`config.mk`:
```
export PLATFORM = sky130hd
export DESIGN_NAME = slt_sqrt
export DESIGN_NICKNAME = d
export VERILOG_FILES = /design/src/design/slt_pkg.sv /design/src/design/slt_sqrt.sv
export SDC_FILE = /design/constraint.sdc
export NUM_CORES = 1
export LEC_CHECK = 0
export CELL_PAD_IN_SITES_DETAIL_PLACEMENT = 0
export CELL_PAD_IN_SITES_GLOBAL_PLACEMENT = 1
export CORE_MARGIN = 8
export CORE_UTILIZATION = 40
export CTS_CLUSTER_SIZE = 28
export DETAILED_ROUTE_END_ITERATION = 12
export DONT_BUFFER_PORTS = 1
export PLACE_DENSITY = 0.67
export SLEW_MARGIN = 20
export SYNTH_ARGS = -nofsm -noshare
export SYNTH_HDL_FRONTEND = slang
export SYNTH_SLANG_ARGS = --single-unit
```
`constraint.sdc`:
```
create_clock -name clk -period 2.67 [get_ports clk]
set_clock_uncertainty 0.05 [all_clocks]
set_input_delay 0.4005 -clock clk [delete_from_list [all_inputs] [get_ports clk]]
set_output_delay 0.4005 -clock clk [all_outputs]
set_load 0.01 [all_outputs]
```
`src/design/slt_pkg.sv`:
```
// Shared widths, register codes and handshake types for the Sauvola threshold block.
`timescale 1ns / 1ps
package slt_pkg;

  localparam int PIX_W = 8;
  localparam int WS_W = 5;
  localparam int K_W = 16;
  localparam int PR_W = 8;
  localparam int DIM_W = 11;
  localparam int OUT_W = 10;
  localparam int CFG_IDX_W = 3;
  localparam int CFG_DATA_W = 16;
  localparam int MAX_HEIGHT = 1024;

  // running sums
  localparam int CS_W = 13;
  localparam int CQ_W = 21;
  localparam int WSUM_W = 18;
  localparam int WSQ_W = 26;

  // threshold arithmetic
  localparam int WIN_W = 6;
  localparam int N_W = 2 * WIN_W;
  localparam int NN_W = 2 * N_W;
  localparam int NQ_W = N_W + WSQ_W;
  localparam int DV_W = NQ_W + 16;
  localparam int RT_W = DV_W / 2;
  localparam int KS_W = K_W + RT_W;
  localparam int KP_W = K_W + PR_W;
  localparam int M_W = KS_W + 3;
  localparam int MLO_W = M_W / 2;
  localparam int MHI_W = M_W - MLO_W;
  localparam int NP_W = N_W + PR_W;
  localparam int CN_W = NP_W + PIX_W;
  localparam int SM_W = 64;
  localparam int STEP_W = $clog2(DV_W + 1);

  localparam logic [CFG_IDX_W-1:0] CFG_WINDOW_SIZE = 3'd0;
  localparam logic [CFG_IDX_W-1:0] CFG_SAUVOLA_K = 3'd1;
  localparam logic [CFG_IDX_W-1:0] CFG_PIXEL_RANGE = 3'd2;
  localparam logic [CFG_IDX_W-1:0] CFG_IMAGE_WIDTH = 3'd3;
  localparam logic [CFG_IDX_W-1:0] CFG_IMAGE_HEIGHT = 3'd4;

  localparam logic [WS_W-1:0] RST_WINDOW_SIZE = 5'd15;
  localparam logic [K_W-1:0] RST_SAUVOLA_K = 16'd13107;
  localparam logic [PR_W-1:0] RST_PIXEL_RANGE = 8'd255;
  localparam logic [DIM_W-1:0] RST_IMAGE_DIM = 11'd1024;

  typedef struct packed {
    logic start;
    logic [STEP_W-1:0] steps;
  } div_req_t;

endpackage

```
`src/design/slt_sqrt.sv`:
```
// Integer square root, two radicand bits per cycle, root rounded down.
`timescale 1ns / 1ps
module slt_sqrt import slt_pkg::*; (
  input  logic            clk,
  input  logic            rst,
  input  logic            start,
  input  logic [DV_W-1:0] radicand,
  output logic [RT_W-1:0] root,
  output logic            done
);
  localparam int CNT_W = $clog2(RT_W + 1);
  localparam int REM_W = RT_W + 3;

  logic [DV_W-1:0] xs;
  logic [REM_W-1:0] rem;
  logic [CNT_W-1:0] cnt;
  logic busy;
  logic [REM_W-1:0] shifted;
  logic [REM_W-1:0] trial;
  logic fits;

  assign shifted = {rem[RT_W:0], xs[DV_W-1 -: 2]};
  assign trial = {1'b0, root, 2'b01};
  assign fits = shifted >= trial;

  always_ff @(posedge clk) begin
    if (rst) begin
      busy <= 1'b0;
      done <= 1'b0;
      cnt <= '0;
    end else begin
      done <= busy && (cnt == CNT_W'(1));
      if (start) begin
        busy <= 1'b1;
        cnt <= CNT_W'(RT_W);
      end else if (busy) begin
        cnt <= cnt - CNT_W'(1);
        if (cnt == CNT_W'(1)) begin
          busy <= 1'b0;
        end
      end
    end
  end

  always_ff @(posedge clk) begin
    if (start) begin
      xs <= radicand;
      rem <= '0;
      root <= '0;
    end else if (busy) begin
      xs <= {xs[DV_W-3:0], 2'b00};
      rem <= fits ? shifted - trial : shifted;
      root <= {root[RT_W-2:0], fits};
    end
  end
endmodule

```
# After elaboration in Yosys (flattened, before gate mapping)
# Index checks and enable logic that the tools add are counted.
[totals] wordCells=22 out_inout_bits=28 ff_bits=116
[classes] addsub=2 n_eq_ne=1 n_reduce_logical=3 magnitude_cmp=1 n_mux=8
[ops] operator="2-to-1 mux 54 bit" count=2
[ops] operator=">= comparator 30 x 29 -> 1 bit" count=1
[ops] operator="2-to-1 mux 28 bit" count=1
[ops] operator="subtractor 28 bit" count=1
[ops] operator="2-to-1 mux 5 bit" count=2
[ops] operator="equality test 5 x 1 -> 1 bit, second input constant" count=1
[ops] operator="subtractor 5 x 1 -> 5 bit, second input constant" count=1
[ops] operator="2-to-1 mux 1 bit" count=3
[ops] operator="nonzero test 2 bit" count=1
[ops] operator="OR reduction 2 bit" count=1
[ops] operator="logical AND 1 bit" count=1

# Longest topological paths before layout
[logic_depth] depth_word=4 mapped_depth=14 mapped_depth_nobuf=11

# Worst setup path before layout
# Ideal clock, no wire load.
[synth_path] kind="flip-flop to flip-flop" from="reg root[5]" to="reg rem[22]" t_required_ns=2.492 path_buffers=1 period_less_slack_ns=2.814 setup_ns=0.128 arrival_time_ns=2.636 slack_ns=-0.144 stages_incl_launch_ff=13 cell_sequence="dfxtp_1 inv_1 ha_1 a21o_1 a221oi_2 nor4b_4 o21a_1 a2bb2oi_2 o31ai_4 buf_6 mux2_2 mux2i_1 nor2_1"
[synth_between] elab_chain_cells=2 elab_cells_between_ends=3 classes_between="1 x add/sub; 1 x order compare; 1 x mux"
[synth_rtl] element="from (decl)" line="slt_sqrt.sv:8" text="output logic [RT_W-1:0] root,"
[synth_rtl] element="from (signal assigned)" line="slt_sqrt.sv:53" text="root <= {root[RT_W-2:0], fits};"
[synth_rtl] element="subtractor 28 bit or >= comparator 30 x 29 -> 1 bit (tied branches)" line="slt_sqrt.sv:52, slt_sqrt.sv:24"
[synth_rtl] element="2-to-1 mux 28 bit *" line="slt_sqrt.sv:52" text="rem <= fits ? shifted - trial : shifted;"
[synth_rtl] element="to (signal assigned)" line="slt_sqrt.sv:52"
[synth_rtl] element="to (decl)" line="slt_sqrt.sv:15" text="logic [REM_W-1:0] rem;"
# Mark *: on every way between the ends. The rest lies on a longest branch, timed or not.
# A chain may end at the register's enable or synchronous reset.

# Worst setup path after layout
[layout_path] from="reg root[6]" to="reg rem[26]"
# Same word-level chain as after synthesis.

==> results.sh <==
export IMPL_synth_area_um2=6320
export IMPL_vias=4789
export IMPL_rows=46
export IMPL_powerDensity_nw_per_um2=955
export IMPL_post_place_ws_ns=-0.155
export IMPL_synth_edf_count=54
export IMPL_grt_pass1_vias=4966
export IMPL_ys_types=48
export IMPL_hold_viol=0
export IMPL_hold_depth=1
export IMPL_p_leak_nw=3.35
export IMPL_crit_required_ns=2.92
export IMPL_wl_per_cell_um=16.0
export IMPL_fill_cells=1437
export IMPL_end_kind="flop"
export IMPL_wl_um=15100
export IMPL_timing_critical_path_arrival_ns=3.04
export IMPL_reg2regPathDepth=14
export IMPL_pwr_share_clk_pct=28.4
export IMPL_finalSetupTns_ns=-0.341
export IMPL_fin_total_pwr_w=0.00793
export IMPL_period_needed_ns=2.78
export IMPL_swShare_pct=33.5
export IMPL_ys_async_sr_fraction_pct=0
export IMPL_violations="setup timing"
export IMPL_die_x_um=142
export IMPL_synthCells=615
export IMPL_place_congestion=0.886
export IMPL_pwr_share_seq_pct=27.4
export IMPL_syn_avg_cell_area_um2=10.3
export IMPL_synth_nets=703
export IMPL_grt_setup_unrepaired="yes"
export IMPL_dpl_cell_area_um2=7260
export IMPL_fmax_ghz=0.360
export IMPL_place_hpwl_um=10400
export IMPL_grt_ovfl_total=0
export IMPL_drt_pass1_iterations=4
export IMPL_fin_crit_sh_pct=104
export IMPL_ir_drop_mv=0.568
export IMPL_synthFlopType="dfxtp_1"
export IMPL_use_met2_pct=24.7
export IMPL_top_usage_layer="met2"
export IMPL_start_kind="flop"
export IMPL_drv_slew=0
export IMPL_grt_max_degree=114
export IMPL_pin_count=85
export IMPL_die_h_um=142
export IMPL_hold_class="in -> reg"
export IMPL_timing_worst_setup_path_type="reg -> reg"
export IMPL_grtUsageMet1_pct=17.2
export IMPL_setup_slack_ns=-0.111
export IMPL_nets=802
export IMPL_grt_pass1_wl_um=24200
export IMPL_root_buffer="clkbuf_16"
export IMPL_met3_usage_pct=6.32
export IMPL_p_int_w=0.00527
export IMPL_grt_use_total_pct=15.1
export IMPL_clk_pin_slew_ns=0.06
export IMPL_ys_seq_elements=116
export IMPL_portBuffers=0
export IMPL_setup_violations=8
export IMPL_postRouteAntennaNets=0
export IMPL_dr_first_iter_drc_count=187
export IMPL_yosysWarnings=0
export IMPL_drc=0
export IMPL_htreeDepth=4
export IMPL_initial_core_util_pct=40.3
export IMPL_area_delta_synth_final_pct=31.5
export IMPL_dieArea_um2=20100
export IMPL_p_comb_share_pct=44.2
export IMPL_clock_latency_ns=0.41
export IMPL_final_util_pct=53.0
export IMPL_drv_cap=0
export IMPL_tightest_slew_ns=0.533
export IMPL_design_area_um2=8300
export IMPL_switchingPower_w=0.00266
export IMPL_cp_max_fo=3
export IMPL_numClockSinks=116
export IMPL_status="complete, but fails checks"
export IMPL_grt_antenna_before_repair=0
export IMPL_yosysSeqAreaShare_pct=45.3
export IMPL_slew_headroom_pct=64.1
export IMPL_viasPerCell=5.07
export IMPL_numCtsBuffers=17
export IMPL_fp_coreArea_um2=15700
export IMPL_layout_drive_gt1_share_pct=35.2
export IMPL_cts_tree="yes"
export IMPL_cts_buffer_depth=2
## cells in the final DEF (no fill, tap or decap), types with 5 or more instances in the layout
| cell type | n |
|---|---|
| buf_4 | 93 |
| nor2_1 | 81 |
| dfxtp_1 | 55 |
| edfxtp_1 | 54 |
| mux2_2 | 53 |
| mux2i_1 | 37 |
| inv_1 | 32 |
| a21oi_1 | 31 |
| ha_1 | 25 |
| nand2_1 | 23 |
| clkbuf_16 | 19 |
| xor2_1 | 18 |
| a211oi_1 | 16 |
| a21o_1 | 12 |
| xnor2_1 | 10 |
| o21ai_0 | 9 |
| a21oi_2 | 9 |
| a31oi_1 | 8 |
| nor3_1 | 8 |
| buf_6 | 8 |
| a211oi_2 | 7 |
| dlygate4sd3_1 | 6 |
| inv_2 | 5 |
| nand3_1 | 5 |
| ha_4 | 5 |
| clkinv_4 | 5 |
| dfxtp_2 | 5 |
## power by group through the flow
stage / logic, W / registers [W] / clock network (W)
finish: 0.00350 / 0.00217 / 0.00225
global route: 0.00380 / 0.00219 / 0.00239
CTS: 0.00289 / 0.00216 / 0.00231
detailed placement: 0.00271 / 0.00220 / 0
global placement: 0.00269 / 0.00219 / 0
floorplan: 0.00191 / 0.00216 / 0
## area by class of cell
cell class / count / area [um^2] / share of cell area, %
Multi-Input combinational cell: 429 / 3460 / 41.6
Sequential cell: 116 / 2880 / 34.6
Timing Repair Buffer: 113 / 973 / 11.7
Clock buffer: 18 / 429 / 5.17
Tap cell: 216 / 270 / 3.25
Clock inverter: 14 / 156 / 1.88
Inverter: 37 / 139 / 1.67
Antenna cell: 1 / 2.50 / 0.0301
## metal layers
metal,vias to the layer above,share of wire (%)
met5,-,0
met2,81,49
met3,15,7.0
li1,2413,-
met4,0,1.5
met1,2280,43
## synthesized netlist by cell type, types with 12 or more instances
cell type	count	area [um^2]
a211oi_1	20	150
dfxtp_1	62	1240
clkbuf_1	25	93.8
ha_1	31	388
mux2_2	55	619
a21oi_1	41	205
inv_1	36	135
nand2_1	24	90.1
mux2i_1	39	390
xor2_1	18	158
edfxtp_1	54	1620
nor2_1	89	334
o21ai_0	12	60.1
a21o_1	12	90.1
## state kept, by name, indices dropped and copies added, names as in the netlist
register,count
root,27
cnt,5
busy,1
xs,54
done,1
rem,28
## repair_timing
action | CTS | global route
setup endpoints to repair | 27 | 29
endpoints found under the hold margin | 11 | 8
gates resized for setup | 18 | 50
cloned | 0 | 3
hold buffers | 2 | 4
pin swaps | 8 | 21
setup buffers | 3 | 4
## path summary, 6_finish.rpt
kind	startpoint	to	slack [ns]
setup / recovery	root[6]	rem[26]	-0.11
hold / removal	start	rem[1]	0.02
setup reg to reg	root[6]	rem[26]	-0.11
hold reg to reg	rem[26]	rem[26]	0.46
## worst max-delay path, cell delays in order (launching register included)
cell and delay, ns:
dfxtp_2 0.33, inv_1 0.06, ha_4 0.26, and2_4 0.16, a221oi_4 0.06, buf_4 0.14, a211o_1 0.29, o21a_1 0.21
a2bb2oi_4 0.18, buf_4 0.13, buf_6 0.09, a41oi_2 0.11, nor3_1 0.20, a31oi_1 0.08, a311oi_1 0.31
## metrics by stage
stage / std cells / hold WS, ns
6_report: 944 / 0.0236
3_3_place_gp: 895 / 0.416
3_5_place_dp: 895 / 0.424
2_1_floorplan: 615 / 0.415
4_1_cts: 932 / 0.000508
5_1_grt: 943 / -0.00244
## kinds of logic after synthesis
logic type | Yosys count | share of synthesized area [%]
flip-flops | 116 | 45.3
multiplexers | 94 | 16.0
adder cells (fa/ha/maj) | 31 | 6.14
buffers and inverters | 70 | 4.69
XOR/XNOR | 28 | 3.88
AO/OA/AOI/OAI | 122 | 13.1
AND/OR/NAND/NOR | 154 | 10.9
No activity file was read; power rests on OpenSTA's default activity.
