File: src/design/slt_pkg.sv
// Shared widths, register codes and handshake types for the Sauvola threshold block.
`timescale 1ns / 1ps
package slt_pkg;

  localparam int PIX_W = 8;
  localparam int WS_W = 5;
  localparam int K_W = 16;
  localparam int PR_W = 8;
  localparam int DIM_W = 11;
  localparam int OUT_W = 10;
  localparam int CFG_IDX_W = 3;
  localparam int CFG_DATA_W = 16;
  localparam int MAX_HEIGHT = 1024;

  // running sums
  localparam int CS_W = 13;
  localparam int CQ_W = 21;
  localparam int WSUM_W = 18;
  localparam int WSQ_W = 26;

  // threshold arithmetic
  localparam int WIN_W = 6;
  localparam int N_W = 2 * WIN_W;
  localparam int NN_W = 2 * N_W;
  localparam int NQ_W = N_W + WSQ_W;
  localparam int DV_W = NQ_W + 16;
  localparam int RT_W = DV_W / 2;
  localparam int KS_W = K_W + RT_W;
  localparam int KP_W = K_W + PR_W;
  localparam int M_W = KS_W + 3;
  localparam int MLO_W = M_W / 2;
  localparam int MHI_W = M_W - MLO_W;
  localparam int NP_W = N_W + PR_W;
  localparam int CN_W = NP_W + PIX_W;
  localparam int SM_W = 64;
  localparam int STEP_W = $clog2(DV_W + 1);

  localparam logic [CFG_IDX_W-1:0] CFG_WINDOW_SIZE = 3'd0;
  localparam logic [CFG_IDX_W-1:0] CFG_SAUVOLA_K = 3'd1;
  localparam logic [CFG_IDX_W-1:0] CFG_PIXEL_RANGE = 3'd2;
  localparam logic [CFG_IDX_W-1:0] CFG_IMAGE_WIDTH = 3'd3;
  localparam logic [CFG_IDX_W-1:0] CFG_IMAGE_HEIGHT = 3'd4;

  localparam logic [WS_W-1:0] RST_WINDOW_SIZE = 5'd15;
  localparam logic [K_W-1:0] RST_SAUVOLA_K = 16'd13107;
  localparam logic [PR_W-1:0] RST_PIXEL_RANGE = 8'd255;
  localparam logic [DIM_W-1:0] RST_IMAGE_DIM = 11'd1024;

  typedef struct packed {
    logic start;
    logic [STEP_W-1:0] steps;
  } div_req_t;

endpackage

File: src/design/slt_div.sv
// Restoring divider, one quotient bit per cycle, dividend left-aligned.
`timescale 1ns / 1ps
module slt_div import slt_pkg::*; (
  input  logic              clk,
  input  logic              rst,
  input  div_req_t          req,
  input  logic [DV_W-1:0]   dividend,
  input  logic [NN_W-1:0]   divisor,
  output logic [DV_W-1:0]   quotient,
  output logic [NN_W-1:0]   remainder,
  output logic              done
);
  logic [DV_W-1:0] dvd;
  logic [NN_W-1:0] dvs;
  logic [STEP_W-1:0] cnt;
  logic busy;
  logic [NN_W:0] trial;
  logic fits;

  assign trial = {remainder, dvd[DV_W-1]};
  assign fits = trial >= {1'b0, dvs};

  always_ff @(posedge clk) begin
    if (rst) begin
      busy <= 1'b0;
      done <= 1'b0;
      cnt <= '0;
    end else begin
      done <= busy && (cnt == STEP_W'(1));
      if (req.start) begin
        busy <= 1'b1;
        cnt <= req.steps;
      end else if (busy) begin
        cnt <= cnt - STEP_W'(1);
        if (cnt == STEP_W'(1)) begin
          busy <= 1'b0;
        end
      end
    end
  end

  always_ff @(posedge clk) begin
    if (req.start) begin
      dvd <= dividend;
      dvs <= divisor;
      remainder <= '0;
      quotient <= '0;
    end else if (busy) begin
      dvd <= {dvd[DV_W-2:0], 1'b0};
      remainder <= fits ? NN_W'(trial - {1'b0, dvs}) : trial[NN_W-1:0];
      quotient <= {quotient[DV_W-2:0], fits};
    end
  end
endmodule

File: config.mk
export PLATFORM = sky130hd
export DESIGN_NAME = slt_div
export DESIGN_NICKNAME = d
export VERILOG_FILES = /design/src/design/slt_pkg.sv /design/src/design/slt_div.sv
export SDC_FILE = /design/constraint.sdc
export NUM_CORES = 1
export LEC_CHECK = 0
export ABC_AREA = 0
export BUFFER_PORTS_ARGS = -buffer_cell sky130_fd_sc_hd__buf_4
export CORE_AREA = 2 2 122 124
export DETAILED_ROUTE_END_ITERATION = 16
export DIE_AREA = 0 0 124 126
export PLACE_DENSITY_LB_ADDON = 0.08
export SYNTH_ARGS = -nofsm -noshare
export SYNTH_HDL_FRONTEND = slang
export SYNTH_SLANG_ARGS = --single-unit
export TNS_END_PERCENT = 5
File: constraint.sdc
create_clock -name clk -period 3.2 [get_ports clk]
set_clock_uncertainty 0.2 [all_clocks]
set_input_delay 0.64 -clock clk [delete_from_list [all_inputs] [get_ports clk]]
set_output_delay 0.64 -clock clk [all_outputs]
set_load 0.005 [all_outputs]
Word level (Yosys, flattened, before mapping) --
Cells that the tools add are included.
Storage, ports and cells: bits in registers 164, latch bits 0, bits in writable memories 0, bits in read-only memories 0, input port bits 87, output and inout bits 79, word-level logic and storage cells 21, memories kept 0
Operators by class: $add $sub $neg 2, $mul 0, div/mod/pow operators 0, magnitude comparators 1, eq/ne operators 1, shift operators 0, muxes and demuxes 8, bitwise operators 0, reduce and logical (&&, ||, !) cells 2
Operators with widths (number):
- 54-bit 2-to-1 mux | 2
- 25-bit by 24-bit greater-or-equal comparator with 1-bit output | 1
- 24-bit 2-to-1 mux | 1
- 24-bit subtractor | 1
- 6-bit 2-to-1 mux | 2
- 6-bit by 1-bit == test with 1-bit output, second input constant | 1
- 6-bit by 1-bit subtractor with 6-bit output, second input constant | 1
- 1-bit 2-to-1 mux | 3
- 2-bit nonzero test | 1
- 1-bit logical AND | 1

Longest topological paths before layout --
Gate-level depths: netlist of the first run.
word-level depth 4, depth in mapped cells 12, gate-level depth less buffers 11

Worst setup path after synthesis of the first run --
OpenSTA, ideal clock, no wires.
kind reg2reg, from register dvd[53], to register remainder[18], setup time 0.086 ns, arrival time 2.361 ns, data required time 2.914 ns, path slack 0.554 ns, cell stages (with the launch flop) 12, path buffers 0, period minus slack after synthesis 2.646 ns, cells stage by stage edfxtp_1 -> inv_1 -> ha_1 -> fa_1 -> nand2b_1 -> a21oi_1 -> o211ai_1 -> and4_1 -> o31ai_1 -> xor2_1 -> mux2i_1 -> a211oi_1
Between the ends: word-level cells in the longest chain between the ends 2, elaborated cells between the ends (all ways) 3, those cells by class add/sub: 1; order compare: 1; mux: 1
Ends and longest elaborated chain:
- start: declaration | line slt_div.sv:13 | logic [DV_W-1:0] dvd;
- start signal: assignment | line slt_div.sv:44 | dvd <= dividend;
- start signal: assignment | line slt_div.sv:49 | dvd <= {dvd[DV_W-2:0], 1'b0};
- 24-bit subtractor / 25-bit by 24-bit greater-or-equal comparator with 1-bit output (equally long branches) | line slt_div.sv:50, slt_div.sv:21
- 24-bit 2-to-1 mux (*) | line slt_div.sv:50 | remainder <= fits ? NN_W'(trial - {1'b0, dvs}) : trial[NN_W-1:0];
- end signal: assignment | line slt_div.sv:50
- end: declaration | line slt_div.sv:10 | output logic [NN_W-1:0] remainder,
Mark *: on every way between the ends. The rest lies on a longest branch, timed or not. A chain may end at the register's enable or synchronous reset.

Worst setup path after layout of the first run --
from register dvs[16], to register remainder[6]
Between the ends: word-level cells in the longest chain between the ends 2
Ends and longest elaborated chain:
- start: declaration | line slt_div.sv:14 | logic [NN_W-1:0] dvs;
- start signal: assignment | line slt_div.sv:45 | dvs <= divisor;
- 25-bit by 24-bit greater-or-equal comparator with 1-bit output | line slt_div.sv:21 | assign fits = trial >= {1'b0, dvs};
- 24-bit 2-to-1 mux | line slt_div.sv:50
No other way between the ends.

==> flow_summary.yaml, run 1 <==
run_status:
  status: "completed"
min_path:
  hp-class: "in2reg"
  holdCritStartpoint: "divisor[7]"
floorplan:
  core_mm2: 0.0143
  start_util_pct: 53.5
  die_w_um: 124
  placementRows: 44
  die-area_mm2: 0.0156
  ioPinCount: 166
  chipHeight_um: 126
synthesis:
  synth_area_leaders: "edfxtp_1, dfxtp_1, mux2i_1"
  syn_area_per_cell_um2: 11.2
  synth_top_area_share_pct: 30.6
  synth_fp_nets: 795
  ys_ff_latch: 164
  synth_async_sr_flop_share_pct: 0
  synth.distinct_cells: 53
  ys.flop_type: "dfxtp_1"
  synth_warnings: 0
  ys_seq_area_share_pct: 53.0
  netlist_instances: 681
  synth-edff-count: 78
  synth_top_area_cell: "edfxtp_1"
  syn_area_mm2: 0.00766
layout:
  areaGrowthSynthToFinish_pct: 26.0
  layout-drive-gt1-share_pct: 30.8
  antenna_cells: 0
  fin_nets: 954
  fin_cells: 1037
sta:
  drv_slew: 0
  period_minus_slack_ns: 2.90
  fin_tns_setup_ns: 0
  setup_viol: 0
  rsz0062_at_grt: "false"
  worst_pin_slew_ns: 0.706
  post-route-period-util_pct: 90.6
  hold_violations: 0
  max-slew-margin-rel_pct: 52.9
  max_freq_ghz: 0.345
clocking:
  cts_resized: 0
  cts_sinks: 164
  h-tree-depth: 4
  clockBufferDepth: 2
  cts_setup_buffers: 0
  cts_tree: "built"
  numCtsBuffers: 17
  clkTransAtPathRegs_ns: 0.06
  clk_latency_ns: 0.42
  clock-root-buffer: "clkbuf_16"
  postCtsHoldBufs: 0
place:
  place_congestion: 0.792
  place_hpwl_mm: 10.9
  port_buffers: 165
  dp.cells: 1005
power_and_ir_drop:
  cellPowerDensity_mw_per_mm2: 548
  ir_worst_vdd_mv: 0.427
  power_leakage_nw: 4.13
setup_path:
  cp.arrival_ns: 3.04
  reg2reg_from: "dvs[16]"
  crit_start: "dvs[16]"
  cp.required_ns: 3.34
  endpoint_kind: "flop"
  crit_path_start_kind: "flop"
  path_class: "reg2reg"
  critPathMaxFanout: 15
route:
  vias: 5503
  ant_nets: 0
  drc: 0
  drtIter0Drc: 364
  routedWlPerCell_um: 15.0
  post_drt_via_cell_ratio: 5.31
  drtPass1Iterations: 4
  drt-total-wl_mm: 15.5
grt:
  grt_pass1_vias: 5422
  grt_pass1_wl_mm: 25.5
  track_usage_pct: 20.4
  grt_antenna_before_repair: 0
  grt_max_degree: 80
  grt.overflow.total: 0
flow_run:
  drv_cap: 0
## cells in the mapped netlist (all sizes together), types with 4 or more instances
| library cell | number |
|---|---|
| nor2 | 107 |
| dfxtp | 86 |
| edfxtp | 78 |
| mux2i | 67 |
| mux2 | 53 |
| inv | 34 |
| ha | 26 |
| a21oi | 23 |
| a211oi | 22 |
| clkbuf | 18 |
| nand2 | 16 |
| buf | 15 |
| o21ai | 15 |
| a21o | 12 |
| xnor2 | 12 |
| a31oi | 10 |
| nor3 | 10 |
| nand2b | 9 |
| xor2 | 6 |
| and4 | 5 |
| nand3 | 5 |
| nor2b | 5 |
| and2 | 4 |
| o31ai | 4 |
| or3 | 4 |
## area by class of cell
class	count	area, µm²
fill	1118	4660
sequential	164	4070
multi-input combinational	450	3300
timing repair buffer	173	1330
clock buffer	17	425
tap	184	230
clock inverter	15	175
inverter	34	128
## report_power, final
part           leakage (nW)  internal (mW)  total, mW  switching, mW
clock                 0.283           1.17       2.06          0.887
combinational          2.37          0.406      0.812          0.407
sequential             1.48           2.35       2.42         0.0654
total                  4.13           3.93       5.29           1.36
## critical path, cell delays in order, from the launching register on
cell and delay [ns]:
edfxtp_1 0.33, inv_1 0.05, ha_1 0.35, and2_1 0.25, and3_1 0.23, a31oi_1 0.28, nand3_1 0.12, o22a_1 0.34
buf_4 0.26, nor2b_1 0.12, a31oi_1 0.05, a211oi_1 0.23
## kinds of logic (layout without fill, tap and decap cells)
group	count (synthesis)	count (layout)	synth area share, %
muxes	120	120	16.5
adders and majority gates	27	27	4.51
and+or+nand+nor	181	181	10.9
buffers and inverters	67	239	3.84
DFF	164	164	53.0
xor gates and xnor gates	18	18	2.06
AOI/OAI and AO/OA	104	104	9.13
## state kept, by name, indices dropped and copies added, names as in the netlist
| signal | flops |
|---|---|
| done | 1 |
| cnt | 6 |
| dvd | 54 |
| quotient | 54 |
| remainder | 24 |
| busy | 1 |
| dvs | 24 |
## per-layer routing
layer | track usage [%] | part of all wire, % | vias to the layer above
met5 | 0 | 0 | -
met4 | 5.55 | 1.1 | 0
met3 | 7.52 | 6.7 | 17
met2 | 33.9 | 50 | 116
met1 | 24.8 | 42 | 2608
li1 | - | - | 2762
## stage by stage
stage          setup slack [ns]  utilization, %  area [µm²]  hold slack (ns)  power, mW
2_1_floorplan             0.554               -        7660            0.285       3.03
3_3_place_gp              0.375            63.3        9060            0.280       3.25
3_5_place_dp              0.314            63.3        9060            0.297       3.27
4_1_cts                   0.291            67.5        9660            0.171       5.35
5_1_grt                  0.0579            67.5        9660            0.167       5.54
6_report                  0.300            67.5        9660            0.191       5.29
## cells in the final DEF, fill, tap and decap left out, drive strengths merged, types with 17 or more instances in the layout
cell type  count
a211oi        22
buf          173
mux2          53
nor2         107
a21oi         23
inv           40
edfxtp        78
ha            26
mux2i         67
dfxtp         86
clkbuf        17
## final timing paths
| path | endpoint | slack [ns] | cells past startpoint |
|---|---|---|---|
| worst max-delay path | remainder[6] | 0.30 | 11 |
| worst min register to register | quotient[53] | 0.31 | 2 |
| worst min-delay path | dvs[7] | 0.19 | 1 |
| worst max register to register | remainder[6] | 0.30 | 11 |
Note: power is estimated with default switching activity, not from simulation.
==> inputs of run 2 (changes only) <==
--- a/config.mk
+++ b/config.mk
@@ -6,10 +6,10 @@
 export NUM_CORES = 1
 export LEC_CHECK = 0
 export ABC_AREA = 0
-export BUFFER_PORTS_ARGS = -buffer_cell sky130_fd_sc_hd__buf_4
-export CORE_AREA = 2 2 122 124
+export CORE_AREA = 2 2 116 118
 export DETAILED_ROUTE_END_ITERATION = 16
-export DIE_AREA = 0 0 124 126
+export DIE_AREA = 0 0 118 120
+export DONT_BUFFER_PORTS = 1
 export PLACE_DENSITY_LB_ADDON = 0.08
 export SYNTH_ARGS = -nofsm -noshare
 export SYNTH_HDL_FRONTEND = slang
==> run 2 against run 1 <==
Clock power increased by 3%. Non-clock buffer count decreased by 168. Clock-buffer cell count increased by 2. Final area decreased by 13%. Largest cell class unchanged. Total power decreased by 1.8%. Global-route usage increased by 0.31 points. Critical path depth unchanged. Core utilization decreased by 2.8 points. Critical path type unchanged. Worst hold slack got worse by 0.12 ns. Wire length decreased by 7.1%. Sequential share of layout area increased by 6.3 points. Flip-flop and latch count unchanged.
==> flow_summary.yaml, run 2 (synthesized netlist as in run 1, its figures left out) <==
setup_path:
  timing.rr.end: "remainder[18]"
  path_class: "reg2reg"
  endpoint_kind: "flop"
  critical_path.max_stage_delay_ns: 0.40
  rr_worst_depth: 11
  cp.required_ns: 3.33
  critPathMaxFanout: 4
  crit_path_start_kind: "flop"
  crit_slowest_cell: "fa_1"
  cp.arrival_ns: 3.01
  cp_top_family: "compound AO/OA/AOI/OAI gates"
  worst-path-buf-inv: 1
  path_cells: "inv_1 -> ha_1 -> fa_1 -> nand2b_1 -> a21oi_2 -> o211ai_1 -> and4_1 -> o31ai_1 -> xor2_1 -> mux2i_1 -> a211oi_1"
  reg2reg_from: "dvd[53]"
  reg2reg_setup_slack_ns: 0.33
sta:
  worst_pin_slew_ns: 0.684
  drv_slew: 0
  max-slew-margin-rel_pct: 54.4
  post-route-period-util_pct: 89.8
  period_minus_slack_ns: 2.87
  setup_viol: 0
  fin_ws_ns: 0.326
  rsz0062_at_grt: "false"
  max_freq_ghz: 0.348
  fin_tns_setup_ns: 0
  hold_violations: 0
place:
  port_buffers: 0
  place_congestion: 0.817
  dp_slack_ns: 0.247
  place_hpwl_mm: 9.79
  dp.cells: 829
power_and_ir_drop:
  power_leakage_nw: 3.29
  cellPowerDensity_mw_per_mm2: 619
  ir_worst_vdd_mv: 0.458
  p_total_mw: 5.19
flow_run:
  drv_cap: 0
run_status:
  status: "completed"
clocking:
  clk_latency_ns: 0.42
  cts_tree: "built"
  cts_resized: 0
  cts_setup_buffers: 0
  cts_sinks: 164
  postCtsHoldBufs: 0
  clkTransAtPathRegs_ns: 0.06
  clock-root-buffer: "clkbuf_16"
  clockBufferDepth: 2
  h-tree-depth: 4
  numCtsBuffers: 17
route:
  drtPass1Iterations: 5
  ant_nets: 0
  post_drt_via_cell_ratio: 5.71
  drtIter0Drc: 243
  drc: 0
  routedWlPerCell_um: 16.8
  drt-total-wl_mm: 14.4
  vias: 4913
grt:
  track_usage_pct: 20.7
  grt_antenna_before_repair: 2
  grt_pass1_wl_mm: 23.3
  grt_pass1_vias: 4822
  grt_max_degree: 173
  grt.overflow.total: 0
layout:
  final_common_cell: "nor2_1"
  top_regs: "dvd: 54 flops, quotient: 54 flops"
  finalCoreUtilization_pct: 64.7
  seqCellArea_mm2: 0.00407
  multiInputGateArea_mm2: 0.00331
  antenna_cells: 0
  fillers: 1055
  fin_cells: 861
  layout-drive-gt1-share_pct: 14.0
  final_cell_mix: "nor2_1, dfxtp_1, edfxtp_1"
  areaGrowthSynthToFinish_pct: 9.59
  fin_nets: 786
floorplan:
  placementRows: 42
  core_mm2: 0.0130
  ioPinCount: 166
  chipHeight_um: 120
  start_util_pct: 59.0
  die-area_mm2: 0.0142
  die_w_um: 118
min_path:
  worstHoldPathCells: 1
  holdCritStartpoint: "rst"
  holdPathEnd: "busy"
  hp-class: "in2reg"
run 2: worst max path at each step:
stage                     to  startpoint  depth (start not counted)  slack [ns]
6_report       remainder[18]     dvd[53]                         11        0.33
3_5_place_dp   remainder[18]     dvd[53]                         11        0.25
5_1_grt        remainder[18]     dvd[53]                         11        0.09
4_1_cts        remainder[18]     dvd[53]                         11        0.23
3_3_place_gp   remainder[18]     dvd[53]                         11        0.38
2_1_floorplan  remainder[18]     dvd[53]                         11        0.55
run 2: final cells by class:
cell class,count,share of cell area [%]
multi-input combinational,450,39.4
tap,176,2.62
sequential,164,48.5
timing repair buffer,5,0.596
clock buffer,19,5.53
clock inverter,13,1.89
inverter,34,1.52
run 2: layer usage:
layer	GRT usage, %	wire, µm	vias up
li1	-	-	2436
met1	23.0	5910	2325
met5	0	13	-
met4	7.83	220	2
met3	10.2	1240	21
met2	34.2	7050	129
run 2: through the flow:
step,hold WS [ns],instance area [µm²]
after floorplan,0.285,7660
after detailed placement,0.317,7770
after CTS,0.0558,8390
final,0.0743,8400
after global routing,0.0596,8400
after global placement,0.311,7770
run 2: report_power, final:
group	internal [mW]	total (mW)	switching, mW
clock	1.24	2.12	0.877
sequential	2.35	2.43	0.0773
combinational	0.305	0.645	0.341
==> inputs of run 3 (changes only) <==
--- a/config.mk
+++ b/config.mk
@@ -5,10 +5,10 @@
 export SDC_FILE = /design/constraint.sdc
 export NUM_CORES = 1
 export LEC_CHECK = 0
-export ABC_AREA = 0
-export CORE_AREA = 2 2 116 118
+export ABC_AREA = 1
+export CORE_AREA = 2 2 119 121
 export DETAILED_ROUTE_END_ITERATION = 16
-export DIE_AREA = 0 0 118 120
+export DIE_AREA = 0 0 121 123
 export DONT_BUFFER_PORTS = 1
 export PLACE_DENSITY_LB_ADDON = 0.08
 export SYNTH_ARGS = -nofsm -noshare
==> run 3 against run 2 <==
Total power fell by 11%. Final area up 4.6%. Synthesized area is 5.3% higher. Critical path depth did not move. Combinational power decreased by 49%. Worst hold slack got worse by 0.0021 ns. Clock power decreased by 8%. Non-clock buffer count rose by 5. Global-route usage up 5.1 points. Critical path type unchanged. Largest cell class unchanged.
==> flow_summary.yaml, run 3 <==
run_status:
  status: "completed"
min_path:
  hp-class: "in2reg"
  holdPathEnd: "busy"
  holdCritStartpoint: "rst"
  worstHoldPathCells: 1
synthesis:
  synthAdderAreaFrac_pct: 4.28
  netlist_instances: 1027
  synth.area.mux_share_pct: 0
  synth-compound-area-share_pct: 7.17
  synth_top_family_by_area: "simple AND/OR/NAND/NOR gates"
  syn_area_per_cell_um2: 7.85
  synth.distinct_cells: 38
  synth_area_leaders: "edfxtp_1, dfxtp_1, nand2_1"
  synth_warnings: 0
  synth_fp_nets: 1141
  ys_ff_latch: 164
  synth_async_sr_flop_share_pct: 0
  synth_xor_area_share_pct: 1.19
  syn_area_mm2: 0.00806
  yosys-top-cells-count: "nand2_1, inv_1, dfxtp_1, edfxtp_1, o22ai_1"
  ys.flop_type: "dfxtp_1"
  synth.most_common_cell: "nand2_1"
  synth_top_area_cell: "edfxtp_1"
  yosys.area_share.simple_pct: 26.3
  synth_top_area_share_pct: 29.0
  synth-edff-count: 78
  ys_seq_area_share_pct: 50.4
sta:
  max-slew-margin-rel_pct: 49.6
  post-route-period-util_pct: 81.1
  fin_tns_setup_ns: 0
  max_freq_ghz: 0.385
  rsz0062_at_grt: "false"
  hold_violations: 0
  setup_viol: 0
  fin_ws_ns: 0.605
  worst_pin_slew_ns: 0.755
  drv_slew: 0
  period_minus_slack_ns: 2.60
clocking:
  h-tree-depth: 4
  clk_latency_ns: 0.43
  cts_sinks: 164
  cts_setup_buffers: 0
  postCtsHoldBufs: 0
  clockBufferDepth: 2
  cts_resized: 0
  numCtsBuffers: 17
  cts_tree: "built"
  clkTransAtPathRegs_ns: 0.06
  clock-root-buffer: "clkbuf_16"
grt:
  track_usage_pct: 25.8
  grt_max_degree: 88
  grt_antenna_before_repair: 1
  grt_pass1_wl_mm: 30.0
  grt_pass1_vias: 6226
  grt.overflow.total: 0
setup_path:
  critPathMaxFanout: 13
  endpoint_kind: "flop"
  timing.rr.end: "remainder[2]"
  rr_worst_depth: 11
  crit_path_start_kind: "flop"
  cp.arrival_ns: 2.69
  crit_start: "remainder[12]"
  cp.required_ns: 3.29
  reg2reg_setup_slack_ns: 0.60
  path_class: "reg2reg"
  reg2reg_from: "remainder[12]"
layout:
  layout-drive-gt1-share_pct: 5.71
  final_cell_mix: "nand2_1, inv_1, dfxtp_1"
  final_common_cell: "nand2_1"
  fin_nets: 1134
  top_regs: "dvd: 54 flops, quotient: 54 flops"
  areaGrowthSynthToFinish_pct: 8.89
  fillers: 1203
place:
  port_buffers: 0
  dp_slack_ns: 0.590
  place_hpwl_mm: 12.9
  place_congestion: 0.921
floorplan:
  die-area_mm2: 0.0149
  core_mm2: 0.0136
  ioPinCount: 166
  placementRows: 43
  start_util_pct: 59.2
  chipHeight_um: 123
  die_w_um: 121
power_and_ir_drop:
  cellPowerDensity_mw_per_mm2: 529
  power_leakage_nw: 4.09
  ir_worst_vdd_mv: 0.514
  p_total_mw: 4.64
route:
  post_drt_via_cell_ratio: 5.26
  ant_nets: 0
  drt-total-wl_mm: 18.6
  drtPass1Iterations: 5
  drc: 0
  drtIter0Drc: 401
  vias: 6381
  routedWlPerCell_um: 15.3
flow_run:
  drv_cap: 0
-- run 3: where the power goes --
group | switching [mW] | total (mW) | internal (mW)
Clock | 0.875 | 1.95 | 1.08
Sequential | 0.0334 | 2.36 | 2.32
Combinational | 0.223 | 0.332 | 0.109
Total | 1.13 | 4.64 | 3.51
-- run 3: per-layer routing --
metal / vias to the layer above / routed length [µm] / global-route usage [%]
met5: - / 0 / 0
met4: 0 / 613 / 12.1
met3: 44 / 1120 / 8.07
met2: 161 / 8940 / 43.5
met1: 2914 / 7910 / 30.0
li1: 3262 / - / -
-- run 3: how the worst max path moves through the flow --
stage | to | slack, ns
2_1_floorplan | dvd[0] | 0.65
3_3_place_gp | remainder[21] | 0.66
3_5_place_dp | remainder[2] | 0.59
4_1_cts | remainder[2] | 0.58
5_1_grt | remainder[0] | 0.39
6_report | remainder[2] | 0.60
-- run 3: cells by family after synthesis --
family,after synthesis
adder cells (fa/ha/maj),27
AND/OR/NAND/NOR,507
XOR/XNOR,11
flip-flops,164
AO/OA/AOI/OAI,97
buffers and inverters,221
-- run 3: per-stage QoR --
step / hold WS, ns / instances / area, µm² / util [%]
floorplan: 0.252 / 1027 / 8070 / -
global placement: 0.267 / 1181 / 8220 / 60.4
detailed placement: 0.277 / 1181 / 8220 / 60.4
CTS: 0.0622 / 1213 / 8780 / 64.5
global route: 0.0618 / 1214 / 8780 / 64.5
finish: 0.0723 / 1214 / 8780 / 64.5
-- run 3: final cells by class --
type                            count  area, µm²  area share [%]
Inverter                          185        697            7.94
Clock buffer                       18        429            4.89
Clock inverter                     14        129            1.47
Tap cell                          180        225            2.56
Multi-Input combinational cell    642       3150            35.8
Timing Repair Buffer               10       87.6           0.997
Sequential cell                   164       4060            46.3
Antenna cell                        1       2.50          0.0285
-- run 3: critical path: stages (launching register included) --
cell and delay (ns):
dfxtp_1 0.37, ha_1 0.38, nand2_1 0.14, nor2_1 0.15, nand2_1 0.11, nor3_2 0.14, nand3b_1 0.16, nand3_2 0.29
buf_4 0.29, nand2_1 0.08, nand3_1 0.07, o21ai_0 0.07
